[src/sv/strided_view_address_gen_top_macros.svh]
// Assertion macros for the strided view address generator.
`ifndef STRIDED_VIEW_ADDRESS_GEN_TOP_MACROS_SVH
`define STRIDED_VIEW_ADDRESS_GEN_TOP_MACROS_SVH
`ifndef SYNTHESIS
`define SVAG_ASSERT_IMP(label, clk, rst_n, lhs, rhs) \
    label: assert property (@(posedge clk) disable iff (!rst_n) (lhs) |-> (rhs)) \
        else $error("svag assertion failed");
`define SVAG_ASSERT_NXT(label, clk, rst_n, lhs, rhs) \
    label: assert property (@(posedge clk) disable iff (!rst_n) (lhs) |=> (rhs)) \
        else $error("svag assertion failed");
`else
`define SVAG_ASSERT_IMP(label, clk, rst_n, lhs, rhs)
`define SVAG_ASSERT_NXT(label, clk, rst_n, lhs, rhs)
`endif
`endif

[src/sv/svag_pkg.sv]
// Shared types, constants and field helpers of the strided view address generator.
package svag_pkg;

    localparam int MAX_RANK_DEF    = 4;
    localparam int SIZE_BITS_DEF   = 16;
    localparam int STRIDE_BITS_DEF = 32;
    localparam int POS_BITS_DEF    = 48;

    localparam int IDX_BITS  = 64;
    localparam int RANK_BITS = 3;
    localparam int REG_BITS  = 64;
    localparam int ADDR_BITS = 6;

    // Register indexes on the configuration port.
    localparam logic [2:0] REG_RANK     = 3'd0;
    localparam logic [2:0] REG_BASE     = 3'd1;
    localparam logic [2:0] REG_LIMIT    = 3'd2;
    localparam logic [2:0] REG_SIZES    = 3'd3;
    localparam logic [2:0] REG_STR_LOW  = 3'd4;
    localparam logic [2:0] REG_STR_HIGH = 3'd5;

    // Result status codes.
    localparam logic [1:0] ST_OK      = 2'd0;
    localparam logic [1:0] ST_RANGE   = 2'd1;
    localparam logic [1:0] ST_STORAGE = 2'd2;

    // Control carried along the cell chain with each request.
    typedef struct packed {
        logic valid;
        logic err;
    } t_ctrl;

    // Field of a packed register word; fields past the word read as zero.
    function automatic logic [63:0] field_at(logic [63:0] word, int lsb, int bits);
        logic [63:0] mask;
        mask = (bits >= 64) ? '1 : ((64'd1 << bits) - 64'd1);
        if (lsb >= 64) begin
            return '0;
        end
        return (word >> lsb) & mask;
    endfunction

endpackage

[src/sv/svag_mac_cell.sv]
// Coordinate times stride, then add into the position with the storage check.
module svag_mac_cell #(
    parameter int SIZE_BITS   = svag_pkg::SIZE_BITS_DEF,
    parameter int STRIDE_BITS = svag_pkg::STRIDE_BITS_DEF,
    parameter int POS_BITS    = svag_pkg::POS_BITS_DEF
) (
    input  logic                          i_clk,
    input  logic                          i_rst_n,
    input  logic [STRIDE_BITS-1:0]        i_stride,
    input  logic [POS_BITS-1:0]           i_limit,
    input  svag_pkg::t_ctrl               i_ctrl,
    input  logic [svag_pkg::IDX_BITS-1:0] i_word,
    input  logic [SIZE_BITS-1:0]          i_rem,
    input  logic [POS_BITS-1:0]           i_at,
    output svag_pkg::t_ctrl               o_ctrl,
    output logic [svag_pkg::IDX_BITS-1:0] o_word,
    output logic [SIZE_BITS-1:0]          o_rem,
    output logic [POS_BITS-1:0]           o_at
);

    localparam int PROD_BITS = SIZE_BITS + STRIDE_BITS;
    localparam int SUM_BITS  = ((PROD_BITS > POS_BITS) ? PROD_BITS : POS_BITS) + 1;

    logic                          r_v1, r_v2;
    logic                          r_e1, r_e2;
    logic [svag_pkg::IDX_BITS-1:0] r_w1, r_w2;
    logic [POS_BITS-1:0]           r_a1, r_a2;
    logic [PROD_BITS-1:0]          r_prod;
    logic [SUM_BITS-1:0]           sum;
    logic                          n_err;

    // Add the product and flag a position that reaches the storage limit.
    always_comb begin
        sum   = SUM_BITS'(r_a1) + SUM_BITS'(r_prod);
        n_err = r_e1 || (sum >= SUM_BITS'(i_limit));
    end

    // Control registers of both stages.
    always_ff @(posedge i_clk) begin
        if (!i_rst_n) begin
            r_v1 <= 1'b0;
            r_v2 <= 1'b0;
        end else begin
            r_v1 <= i_ctrl.valid;
            r_v2 <= r_v1;
        end
    end

    // Multiply stage, then accumulate stage.
    always_ff @(posedge i_clk) begin
        r_prod <= PROD_BITS'(i_rem) * PROD_BITS'(i_stride);
        r_e1   <= i_ctrl.err;
        r_w1   <= i_word;
        r_a1   <= i_at;
        r_e2   <= n_err;
        r_w2   <= r_w1;
        r_a2   <= n_err ? r_a1 : POS_BITS'(sum);
    end

    assign o_ctrl.valid = r_v2;
    assign o_ctrl.err   = r_e2;
    assign o_word       = r_w2;
    assign o_rem        = '0;
    assign o_at         = r_a2;

endmodule

[config.mk]
export PLATFORM = sky130hd
export DESIGN_NAME = svag_mac_cell
export DESIGN_NICKNAME = d
export VERILOG_FILES = /design/src/sv/strided_view_address_gen_top_macros.svh /design/src/sv/svag_pkg.sv /design/src/sv/svag_mac_cell.sv
export SDC_FILE = /design/constraint.sdc
export NUM_CORES = 2
export LEC_CHECK = 0
export BUFFER_PORTS_ARGS = -buffer_cell sky130_fd_sc_hd__buf_2
export CAP_MARGIN = 15
export CORE_MARGIN = 5
export CORE_UTILIZATION = 65
export DETAILED_ROUTE_END_ITERATION = 6
export PLACE_DENSITY = 0.95
export REMOVE_ABC_BUFFERS = 1
export SYNTH_ARGS = -nofsm -noshare
export SYNTH_HDL_FRONTEND = slang
export SYNTH_SLANG_ARGS = --single-unit
[constraint.sdc]
create_clock -name i_clk -period 18.1 [get_ports i_clk]
set_input_delay 1.81 -clock i_clk [delete_from_list [all_inputs] [get_ports i_clk]]
set_output_delay 1.81 -clock i_clk [all_outputs]
set_load 0.005 [all_outputs]
==> flow_summary.ini <==
[run_status]
status = finished, violations left
violations = design-rule violations

[clocking]
htree_levels = 1
clock_latency_ns = 0.54
path_clk_slew_ns = 0.07
hold_buffers = 0
clock-sinks = 276
cts_buffer_depth = 3
cts_root_buf = clkbuf_16
cts_setup_buffers = 0
ctsResizeCount = 0
cts_made_buffers = 24
cts_tree = yes

[worst_setup_path]
reg2reg_slack_ns = 12.13
arrival_ns = 8.50
cpMostUsedCell = fa_1
critical_path.max_stage_delay_ns = 0.56
cp.required_ns = 18.51
crit_path_end_kind = flip-flop
worstPathCellList = buf_2 -> nand2_1 -> fa_1 -> fa_1 -> fa_1 -> inv_1 -> fa_1 -> fa_1 -> inv_1 -> fa_1 -> inv_1 -> ha_1 -> a21o_1 -> a21o_1 -> a31o_2 -> a21oi_1 -> or4_1 -> o21ai_0 -> o221ai_1 -> nor3_1 -> o221ai_1 -> xnor2_1
worstSetupPathType = in -> reg
cp_slowest_cell = buf_2
crit_fanout = 32
cp-start-kind = primary input

[timing]
rsz0062_at_grt = false
hold_ws_ns = 0.320
finalMaxSlewViolations = 0
fin_setup_tns_ns = 0
slew_headroom_pct = 50.0
min_period_ns = 8.10
max_freq_mhz = 123
hold_viol_final = 0
worst_pin_slew_ns = 0.751
setup-violations-final = 0
clock_skew_ns = 0.0190
fin_crit_sh_pct = 44.7

[synth]
netlist_instances = 2810
synthTopCellsByArea = fa_1 (32%), dfxtp_1 (21%), ha_1 (10%)
synth_edf_count = 0
async_reset_ff_share_pct = 0
synthFlopType = dfxtp_1
ys_seq_area_share_pct = 21.0
ys_ff_latch = 276
ys_types = 81
synth_top_area_cell = fa_1
yosysWarnings = 0
synth_top_area_share_pct = 31.9
post-synth-top-count-cell = inv_1
avgSynthCellArea_um2 = 9.36
synth_area_mm2 = 0.0263
synth_common_cells = inv_1 (501), nand2_1 (448), fa_1 (419)

[floorplan]
dieArea_mm2 = 0.0446
io_pins = 342
rows = 73
chipHeight_um = 211
start_util_pct = 65.9
fp.coreArea_mm2 = 0.0399
die_x_um = 211

[cells_and_area]
nFillCells = 2732
fin_area_mm2 = 0.0289
nNetsFinal = 3897
layout.cells.non_filler = 3597
drive_above_1_share_pct = 13.2
area_growth_pct = 10.1

[drt]
via_count = 20800
drcViolationCount = 7
viasPerCell = 5.78
drt_iter0_drc = 1763
postRouteAntennaNets = 0
wl_um = 74000
firstDrtPassIters = 7
wire_per_inst_um = 20.6

[job]
drv_cap = 0

[global_route]
antenna_found_initial = 4
grtUsageTotal_pct = 32.8
grt_pass1_vias = 22400
grt_max_degree = 47
grt_pass1_wl_um = 117000
overflow = 0

[placement]
place.detailed.hpwl_um = 58800
dp_cells = 3549
place_congestion = 0.962
io_buffers = 325
placed_cell_area_mm2 = 0.0280

[worst_hold_path]
min_path_type = reg -> reg
[per-stage QoR]
step | worst slack (ns) | utilization, %
2_1_floorplan | 10.61 | -
3_3_place_gp | 9.72 | 70.2
3_5_place_dp | 9.61 | 70.2
4_1_cts | 10.12 | 72.5
5_1_grt | 9.77 | 72.5
6_report | 10.00 | 72.5
[cells in the final DEF (no fill, tap or decap), types with 4 or more instances in the layout]
cell type / synthesis / layout
and4_1: 7 / 7
conb_1: 1 / 16
nand4_1: 20 / 20
nand3_1: 25 / 25
fa_1: 419 / 419
dfxtp_1: 276 / 276
and3_1: 10 / 10
or3_1: 4 / 4
o21a_1: 9 / 9
clkbuf_16: 0 / 25
nor2b_1: 10 / 10
ha_1: 216 / 216
a31oi_1: 12 / 12
o221ai_1: 4 / 4
mux2_2: 9 / 9
xnor2_1: 58 / 58
a211oi_1: 13 / 13
inv_1: 501 / 501
buf_2: 5 / 325
mux2_1: 4 / 4
nor3_1: 16 / 16
and2_1: 211 / 211
nor2_1: 52 / 52
a21oi_1: 89 / 89
o21bai_1: 13 / 13
bufinv_16: 0 / 5
o21ai_0: 46 / 46
diode_2: 0 / 4
nand2b_1: 8 / 8
xor2_1: 29 / 29
a2111oi_0: 5 / 5
nor4_1: 4 / 4
nand2_1: 448 / 448
a21o_1: 93 / 93
a31o_2: 5 / 5
[cells by family after synthesis]
| family | synth area share [%] |
|---|---|
| other | 0.0143 |
| adder cells (fa/ha/maj) | 42.2 |
| multiplexers | 0.728 |
| AO/OA/AOI/OAI | 8.80 |
| buffers and inverters | 9.53 |
| AND/OR/NAND/NOR | 14.8 |
| flip-flops | 21.0 |
| XOR/XNOR | 2.90 |
[worst max-delay path, delay by kind of cell]
family | cells | cell delay [ns]
simple gates | 3 | 1.06
buf+inv | 4 | 0.71
fa+ha+maj | 7 | 3.43
xor+xnor | 1 | 0.17
compound gates | 7 | 1.28
[state kept, by name (all words and copies together) (netlist names)]
signal	count
r_w1	64
r_prod	48
o_word	64
r_a1	48
r_e2	1
r_v2	1
r_v1	1
o_at	48
r_e1	1
[area by class of cell]
type	count	area [µm²]	area share, %
Antenna cell	4	10.0	0.0346
Clock buffer	29	661	2.28
Clock inverter	15	239	0.826
Inverter	501	1880	6.50
Multi-Input combinational cell	1920	18300	63.3
Sequential cell	276	5530	19.1
Tap cell	525	657	2.27
Timing Repair Buffer	327	1640	5.67
[routing by layer]
metal / wire length, µm / global-route usage, % / vias to the layer above
met2: 34600 / 54.1 / 1302
met3: 8180 / 8.27 / 273
met4: 3940 / 15.8 / 0
li1: - / - / 9149
met1: 27200 / 40.5 / 10100
met5: 0 / 0 / -
[final timing paths]
kind                            startpoint          to  cells after the start
worst max-delay path              i_rem[2]  r_prod[46]                     22
worst min-delay path              r_w1[29]  o_word[29]                      0
worst max register to register     r_a1[0]    o_at[36]                     21
worst min register to register    r_w1[29]  o_word[29]                      0
Power is not shown: default switching activity piles up to over one toggle a cycle in this logic, so the estimate is an artifact.
