**src/sv/strided_view_address_gen_top_macros.svh**
```systemverilog
// Assertion macros for the strided view address generator.
`ifndef STRIDED_VIEW_ADDRESS_GEN_TOP_MACROS_SVH
`define STRIDED_VIEW_ADDRESS_GEN_TOP_MACROS_SVH
`ifndef SYNTHESIS
`define SVAG_ASSERT_IMP(label, clk, rst_n, lhs, rhs) \
    label: assert property (@(posedge clk) disable iff (!rst_n) (lhs) |-> (rhs)) \
        else $error("svag assertion failed");
`define SVAG_ASSERT_NXT(label, clk, rst_n, lhs, rhs) \
    label: assert property (@(posedge clk) disable iff (!rst_n) (lhs) |=> (rhs)) \
        else $error("svag assertion failed");
`else
`define SVAG_ASSERT_IMP(label, clk, rst_n, lhs, rhs)
`define SVAG_ASSERT_NXT(label, clk, rst_n, lhs, rhs)
`endif
`endif

```
**src/sv/svag_pkg.sv**
```systemverilog
// Shared types, constants and field helpers of the strided view address generator.
package svag_pkg;

    localparam int MAX_RANK_DEF    = 4;
    localparam int SIZE_BITS_DEF   = 16;
    localparam int STRIDE_BITS_DEF = 32;
    localparam int POS_BITS_DEF    = 48;

    localparam int IDX_BITS  = 64;
    localparam int RANK_BITS = 3;
    localparam int REG_BITS  = 64;
    localparam int ADDR_BITS = 6;

    // Register indexes on the configuration port.
    localparam logic [2:0] REG_RANK     = 3'd0;
    localparam logic [2:0] REG_BASE     = 3'd1;
    localparam logic [2:0] REG_LIMIT    = 3'd2;
    localparam logic [2:0] REG_SIZES    = 3'd3;
    localparam logic [2:0] REG_STR_LOW  = 3'd4;
    localparam logic [2:0] REG_STR_HIGH = 3'd5;

    // Result status codes.
    localparam logic [1:0] ST_OK      = 2'd0;
    localparam logic [1:0] ST_RANGE   = 2'd1;
    localparam logic [1:0] ST_STORAGE = 2'd2;

    // Control carried along the cell chain with each request.
    typedef struct packed {
        logic valid;
        logic err;
    } t_ctrl;

    // Field of a packed register word; fields past the word read as zero.
    function automatic logic [63:0] field_at(logic [63:0] word, int lsb, int bits);
        logic [63:0] mask;
        mask = (bits >= 64) ? '1 : ((64'd1 << bits) - 64'd1);
        if (lsb >= 64) begin
            return '0;
        end
        return (word >> lsb) & mask;
    endfunction

endpackage

```
**src/sv/svag_div_cell.sv**
```systemverilog
// One restoring division step: one quotient bit of the flat index per cell.
module svag_div_cell #(
    parameter int SIZE_BITS = svag_pkg::SIZE_BITS_DEF,
    parameter int POS_BITS  = svag_pkg::POS_BITS_DEF
) (
    input  logic                          i_clk,
    input  logic                          i_rst_n,
    input  logic                          i_en,
    input  logic [SIZE_BITS-1:0]          i_size,
    input  svag_pkg::t_ctrl               i_ctrl,
    input  logic [svag_pkg::IDX_BITS-1:0] i_word,
    input  logic [SIZE_BITS-1:0]          i_rem,
    input  logic [POS_BITS-1:0]           i_at,
    output svag_pkg::t_ctrl               o_ctrl,
    output logic [svag_pkg::IDX_BITS-1:0] o_word,
    output logic [SIZE_BITS-1:0]          o_rem,
    output logic [POS_BITS-1:0]           o_at
);

    logic                          r_valid;
    logic                          r_err;
    logic [svag_pkg::IDX_BITS-1:0] r_word, n_word;
    logic [SIZE_BITS-1:0]          r_rem, n_rem;
    logic [POS_BITS-1:0]           r_at;
    logic [SIZE_BITS:0]            trial;
    logic                          ge;

    // Shift the next dividend bit into the remainder and subtract when it fits.
    always_comb begin
        trial = {i_rem, i_word[svag_pkg::IDX_BITS-1]};
        ge    = (trial >= {1'b0, i_size});
        if (i_en) begin
            n_rem  = ge ? SIZE_BITS'(trial - {1'b0, i_size}) : SIZE_BITS'(trial);
            n_word = {i_word[svag_pkg::IDX_BITS-2:0], ge};
        end else begin
            n_rem  = i_rem;
            n_word = i_word;
        end
    end

    // Control register.
    always_ff @(posedge i_clk) begin
        if (!i_rst_n) begin
            r_valid <= 1'b0;
        end else begin
            r_valid <= i_ctrl.valid;
        end
    end

    // Payload registers.
    always_ff @(posedge i_clk) begin
        r_err  <= i_ctrl.err;
        r_word <= n_word;
        r_rem  <= n_rem;
        r_at   <= i_at;
    end

    assign o_ctrl.valid = r_valid;
    assign o_ctrl.err   = r_err;
    assign o_word       = r_word;
    assign o_rem        = r_rem;
    assign o_at         = r_at;

endmodule

```
**config.mk**
```make
export PLATFORM = sky130hd
export DESIGN_NAME = svag_div_cell
export DESIGN_NICKNAME = d
export VERILOG_FILES = /design/src/sv/strided_view_address_gen_top_macros.svh /design/src/sv/svag_pkg.sv /design/src/sv/svag_div_cell.sv
export SDC_FILE = /design/constraint.sdc
export NUM_CORES = 1
export LEC_CHECK = 0
export BUFFER_PORTS_ARGS = -buffer_cell sky130_fd_sc_hd__buf_2
export CAP_MARGIN = 10
export CORE_AREA = 2 2 107 109
export DETAILED_ROUTE_END_ITERATION = 7
export DIE_AREA = 0 0 109 111
export GPL_TIMING_DRIVEN = 0
export PLACE_DENSITY_LB_ADDON = 0.1
export SETUP_SLACK_MARGIN = 0.3
export SYNTH_ARGS = -nofsm -noshare
export SYNTH_HDL_FRONTEND = slang
export SYNTH_SLANG_ARGS = --single-unit
export TNS_END_PERCENT = 20
```
**constraint.sdc**
```tcl
create_clock -name i_clk -period 4.9 [get_ports i_clk]
set_input_delay 0.735 -clock i_clk [delete_from_list [all_inputs] [get_ports i_clk]]
set_output_delay 0.735 -clock i_clk [all_outputs]
set_load 0.005 [all_outputs]
```
==> metrics.yaml, run 1 <==
power_and_ir_drop:
  ir_worst_vdd_mv: 0.328
  power.leakage_uw: 0.00338
  internal_power_uw: 2150
  power_frac_comb: 0.146
  p_seq_frac: 0.413
  p_total_uw: 2810
  p_switching_uw: 662
  netSwitchingFraction: 0.236
  p_per_area_nw_per_um2: 412
  power.share.clock: 0.441
routing:
  wl_met1_um: 5000
  dr.max_layer_used: "met4"
  antenna_left: 0
  wl_um: 13600
  drt_iter0_drc: 144
  wl_met3_um: 1120
  post_drt_wl_per_cell_um: 15.8
  via_per_inst: 4.75
  drc: 0
  dr.pass1.iters: 4
  vias: 4072
  met2WireLength_um: 7140
sta:
  hold_viol_final: 0
  timing.final.crit_share: 0.542
  finalSetupViolations: 0
  fmax_mhz: 377
  finalSetupTns_ns: 0
  rsz0062_at_grt: "no"
  maxSlewHeadroom: 0.575
  drv_slew: 0
  setup_slack_ns: 2.25
  finalCriticalPeriod_ns: 2.65
  worst_pin_slew_ns: 0.638
clocking:
  clkSinkCount: 130
  cts_max_level: 4
  cts_tree: "yes"
  clk_pin_slew_ns: 0.05
  cts_buffers: 17
  postCtsHoldBufs: 0
  cts_root_buffer: "clkbuf_16"
  cts.path.max_buffers: 2
  post_cts_resized: 0
  post-cts-setup-buffers: 0
setup_path:
  end_kind: "flip-flop"
  cp.required_ns: 5.24
  crit_arrival_ns: 2.99
  critPathMaxFanout: 6
  start_kind: "primary input"
  worstSetupPathType: "primary input to flip-flop"
  setup.worst_path.start: "i_word[63]"
die:
  die_area_sq_um: 12100
  die_w_um: 109
  dieHeight_um: 111
  start_util: 0.421
  ios: 279
  core_sq_um: 11100
  rows: 39
placed_design:
  hpwl_um: 10800
  portBuffers: 277
  numPlacedInstances: 825
  preCtsSetupSlack_ns: 1.84
  gp_congestion: 0.847
cells_and_area:
  final_common_cell: "buf_2"
  fillers: 946
  drive_gt1_frac: 0.542
  stdcell_count: 858
  nNetsFinal: 867
  final-seq-area_sq_um: 2600
  multi_input_area_sq_um: 1870
  syn2layout_area_growth_pct: 46.4
  utilization: 0.615
  layout_common_cells: "buf_2, dfxtp_1, mux2_2, nand2_1, inv_1"
logic_synthesis:
  syn_avg_cell_area_sq_um: 11.5
  ys_seq_elements: 130
  synth.distinct_cells: 47
  synth_area_sq_um: 4660
  ys_seq_area_frac: 0.559
  synth_fp_nets: 571
  synthCells: 405
  synth_warnings: 0
min_path:
  hold_class: "primary input to flip-flop"
  hold_start: "i_at[7]"
  min_path_cells: 1
global_routing:
  grt_pass1_wl_um: 20500
  grt_pass1_vias: 4115
  grt_overflow: 0
  antenna_found_initial: 1
  grt_max_degree: 17
  grt_usage: 0.225
flow_run:
  cap_violations: 0
status:
  run_status: "finished clean"
## worst max-delay path, cell delays in order
cell	delay [ns]
buf_2	0.11
inv_1	0.08
ha_1	0.16
inv_1	0.05
fa_1	0.41
a21o_1	0.19
a221o_1	0.45
a2111oi_2	0.41
a41o_1	0.14
o21ai_1	0.08
a31oi_2	0.18
## final timing paths
| kind | endpoint | slack, ns |
|---|---|---|
| setup / recovery | o_rem[8]$_DFF_P_ | 2.25 |
| hold / removal | o_at[7]$_DFF_P_ | 0.42 |
## synth_stat cells, drive strengths merged
master | n | area [sq um]
a21o | 5 | 37.5
xor2 | 2 | 17.5
and2 | 2 | 12.5
clkbuf | 12 | 45.0
and4 | 1 | 8.76
a21oi | 11 | 58.8
or4 | 1 | 7.51
nand4 | 3 | 18.8
a211o | 2 | 17.5
a41o | 1 | 10.0
o2111ai | 1 | 8.76
o221ai | 1 | 15.0
nand2b | 5 | 31.3
a221o | 1 | 10.0
ha | 16 | 200
nand3 | 8 | 40.0
buf | 9 | 70.1
o2111a | 2 | 22.5
nor2b | 5 | 31.3
inv | 20 | 75.1
a31oi | 21 | 144
o21ai | 10 | 50.1
o211ai | 4 | 35.0
and3 | 4 | 25.0
mux2i | 1 | 10.0
nor2 | 15 | 56.3
fa | 1 | 20.0
o31a | 1 | 8.76
mux2 | 62 | 698
nand2 | 27 | 101
a31o | 3 | 26.3
or3 | 2 | 12.5
a2111o | 1 | 11.3
or2 | 1 | 6.26
o21a | 3 | 22.5
a2111oi | 1 | 15.0
xnor2 | 6 | 52.6
nor3 | 3 | 15.0
dfxtp | 130 | 2600
a21boi | 1 | 7.51
## cell type report
class / instances / share of cell area
buffer: 21 / 0.0169
inverter: 20 / 0.0110
multi-input combinational: 234 / 0.274
clock inverter: 9 / 0.0152
timing repair buffer: 277 / 0.203
tap: 143 / 0.0262
clock buffer: 23 / 0.0716
sequential: 130 / 0.382
antenna: 1 / 0.000367
## per-layer routing
| layer | vias to the layer above | GRT usage |
|---|---|---|
| met4 | 0 | 0.105 |
| met3 | 26 | 0.0747 |
| met5 | - | 0 |
| met2 | 169 | 0.404 |
| li1 | 2023 | - |
| met1 | 1854 | 0.230 |
## power by group through the flow
stage	registers, uW	logic, uW	clock network (uW)
after global placement	1180	405	0
final	1160	411	1240
after floorplan	1200	198	0
after detailed placement	1180	413	0
after CTS	1160	414	1270
after global routing	1170	452	1320
## state kept, by name, summed over array words and instances, names as in the netlist
signal	flops
o_at	48
o_rem	16
o_word	64
r_err	1
r_valid	1
## metrics by stage
| stage | hold WS [ns] | cell area (sq um) |
|---|---|---|
| detailed placement | 0.839 | 6220 |
| finish | 0.420 | 6820 |
| global route | 0.395 | 6820 |
| floorplan | 0.763 | 4660 |
| global placement | 0.839 | 6220 |
| CTS | 0.400 | 6820 |
## kinds of logic (layout without fill, tap and decap cells)
logic type / Yosys count / count (layout) / share of synthesized area
buffers and inverters: 41 / 350 / 0.0408
xor gates and xnor gates: 8 / 8 / 0.0150
and+or+nand+nor: 77 / 77 / 0.0787
other: 0 / 1 / 0
AOI/OAI and AO/OA: 69 / 69 / 0.107
muxes: 63 / 63 / 0.152
DFF: 130 / 130 / 0.559
adders and majority gates: 17 / 17 / 0.0473
Power figures use the tool's default switching activity.
==> run 2, diff against run 1 <==
Settings changed: ABC_AREA set to 1, CORE_AREA 2 2 107 109 to 2 2 110 112, DIE_AREA 0 0 109 111 to 0 0 112 114.
Clock period 4.9 ns to 2.7 ns, I/O delays scaled along.
==> run 2 against run 1 <==
  * Sequential cell count unchanged
  * Worst setup slack got worse by 1.4 ns
  * Sequential share of layout area is 1.8 points lower
  * Area after synthesis increased by 6.7%
  * Sequential power increased by 81%
  * Critical path depth grew 4
  * Utilization fell by 0.51 points
  * Routed wire length up 11%
  * Total power increased by 84%
  * Clock-buffer cell count fell by 5
  * Combinational power increased by 81%
  * Via count rose by 21%
  * Critical path type unchanged
  * Critical endpoint is now o_rem[14]$_DFF_P_
==> metrics.yaml, run 2 <==
clocking:
  post-cts-setup-buffers: 0  # unchanged
  postCtsHoldBufs: 0  # unchanged
  clkSinkCount: 130  # unchanged
  cts_root_buffer: "clkbuf_16"  # unchanged
  cts_buffers: 17  # unchanged
  cts.path.max_buffers: 2  # unchanged
  cts_max_level: 4  # unchanged
  post_cts_resized: 0  # unchanged
  cts_tree: "yes"  # unchanged
  clk_pin_slew_ns: 0.06  # was 0.05 ns
sta:
  hold_viol_final: 0  # unchanged
  finalCriticalPeriod_ns: 1.88
  rsz0062_at_grt: "no"  # unchanged
  finalSetupViolations: 0  # unchanged
  finalSetupTns_ns: 0  # unchanged
  maxSlewHeadroom: 0.601  # was 0.575
  fmax_mhz: 532
  timing.final.crit_share: 0.696
  setup_slack_ns: 0.820  # was 2.25 ns
  worst_pin_slew_ns: 0.599  # was 0.638 ns
  drv_slew: 0  # unchanged
logic_synthesis:
  synth_area_sq_um: 4970  # was 4660 sq um
  synth_top_area_frac: 0.524  # was 0.559
  ys_seq_elements: 130  # unchanged
  ys_top_cells_by_area: "dfxtp_1, nand2_1, inv_1"  # was dfxtp_1, mux2_2, ha_1
  synthCells: 628  # was 405
  synthArstFlopShare: 0  # unchanged
  synth_warnings: 0  # unchanged
  synthTopCellsByCount: "nand2_1, dfxtp_1, inv_1"  # was dfxtp_1, mux2_2, nand2_1
  ys_seq_area_frac: 0.524  # was 0.559
  syn_avg_cell_area_sq_um: 7.91  # was 11.5 sq um
  ys.flop_type: "dfxtp_1"  # unchanged
  synth_fp_nets: 794  # was 571
  yosysTopAreaCell: "dfxtp_1"  # unchanged
  synth.distinct_cells: 30  # was 47
  synth_edf_count: 0  # unchanged
  yosysMostFrequentCell: "nand2_1"  # was dfxtp_1
setup_path:
  critPathMaxFanout: 4  # was 6
  worstSetupPathType: "primary input to flip-flop"  # unchanged
  start_kind: "primary input"  # unchanged
  end_kind: "flip-flop"  # unchanged
  crit_arrival_ns: 2.19  # was 2.99 ns
  cp.required_ns: 3.01  # was 5.24 ns
die:
  dieHeight_um: 114  # was 111 um
  rows: 40  # was 39
  die_w_um: 112  # was 109 um
  die_area_sq_um: 12800  # was 12,100 sq um
  core_sq_um: 11700  # was 11,100 sq um
  start_util: 0.424  # was 0.421
  ios: 279  # unchanged
routing:
  antenna_left: 0  # unchanged
  post_drt_wl_per_cell_um: 13.9  # was 15.8 um
  wl_um: 15000  # was 13,600 um
  dr.pass1.iters: 4  # unchanged
  via_per_inst: 4.54  # was 4.75
  vias: 4923  # was 4,072
  drt_iter0_drc: 377  # was 144
  drc: 0  # unchanged
cells_and_area:
  syn2layout_area_growth_pct: 43.9  # was 46.4%
  layout_common_cells: "buf_2, nand2_1, dfxtp_1, inv_1, o21ai_0"  # was buf_2, dfxtp_1, mux2_2, nand2_1, inv_1
  largest_reg_flops: 64  # unchanged
  final_common_cell: "buf_2"  # unchanged
  stdcell_count: 1084  # was 858
  nNetsFinal: 1090  # was 867
  n_antenna_cell: 0  # was 1
  drive_gt1_frac: 0.351  # was 0.542
power_and_ir_drop:
  power.leakage_uw: 0.00400  # was 0.00338 uW
  p_per_area_nw_per_um2: 722  # was 412 nW/um^2
  ir_worst_vdd_mv: 0.799  # was 0.328 mV
  p_total_uw: 5160  # was 2810 uW
global_routing:
  grt_usage: 0.230  # was 0.225
  grt_pass1_vias: 4779  # was 4,115
  grt_pass1_wl_um: 23200  # was 20,500 um
  antenna_found_initial: 0  # was 1
  grt_max_degree: 17  # unchanged
  grt_overflow: 0  # unchanged
placed_design:
  gp_congestion: 0.887  # was 0.847
  preCtsSetupSlack_ns: 0.386  # was 1.84 ns
  portBuffers: 277  # unchanged
  numPlacedInstances: 1052  # was 825
  hpwl_um: 12200  # was 10,800 um
status:
  run_status: "finished clean"  # unchanged
min_path:
  hold_class: "primary input to flip-flop"  # unchanged
flow_run:
  cap_violations: 0  # unchanged
==> run 2: changes by cell type after synthesis, moves of 6 or more <==
cell and change:
a31oi_1 -18, o21ai_0 +61, mux2_2 -62, nand3_1 +33
nand3b_1 +6, inv_1 +84, nand2_1 +160
==> run 2: kinds of logic (layout without fill, tap and decap cells) <==
group | count (synthesis) | in the layout | synth area share
simple gates | 268 | 268 | 0.237
flops | 130 | 130 | 0.524
buf+inv | 127 | 436 | 0.103
compound gates | 79 | 79 | 0.0798
fa+ha+maj | 17 | 17 | 0.0443
xor+xnor | 7 | 7 | 0.0123
==> run 2: path summary, 6_finish.rpt <==
check  depth (start not counted)       start                 to  slack, ns
max                           15  i_word[63]  o_rem[14]$_DFF_P_       0.82
min                            1    i_at[41]   o_at[41]$_DFF_P_       0.09
==> run 2: critical path, stage by stage <==
cell and delay (ns):
buf_2 0.09, inv_1 0.11, ha_1 0.16, inv_1 0.08, fa_1 0.46, nand3_1 0.12, nand3_1 0.17, nand2_1 0.11
nand2_1 0.08, nand2_1 0.10, nand2_1 0.06, nand2_1 0.07, nand3_2 0.06, nand2_1 0.06, nand2_1 0.04
==> run 2: cell type report <==
| cell class | instances | area [sq um] |
|---|---|---|
| fill | 1073 | 4560 |
| sequential | 130 | 2600 |
| multi-input combinational | 371 | 1850 |
| timing repair buffer | 277 | 1390 |
| clock buffer | 18 | 429 |
| inverter | 105 | 394 |
| tap | 147 | 184 |
| clock inverter | 14 | 180 |
| buffer | 22 | 118 |
==> run 2: report_power, final <==
group / total, uW / internal, uW / switching (uW)
sequential: 2100 / 2070 / 32.3
clock: 2320 / 1460 / 857
combinational: 743 / 331 / 413
==> run 2: per-stage QoR <==
step           hold WS [ns]  instance area (sq um)   util
5_1_grt              0.0657                   7150  0.610
6_report             0.0933                   7150  0.610
4_1_cts              0.0689                   7150  0.610
3_5_place_dp          0.509                   6540  0.558
2_1_floorplan         0.433                   4970      -
3_3_place_gp          0.507                   6540  0.558
==> run 2: layer usage <==
layer / vias to the layer above / track usage / part of all wire
met3: 12 / 0.0537 / 0.054
li1: 2529 / - / -
met1: 2221 / 0.265 / 0.42
met5: - / 0 / 0
met4: 0 / 0.0789 / 0.0090
met2: 161 / 0.420 / 0.51
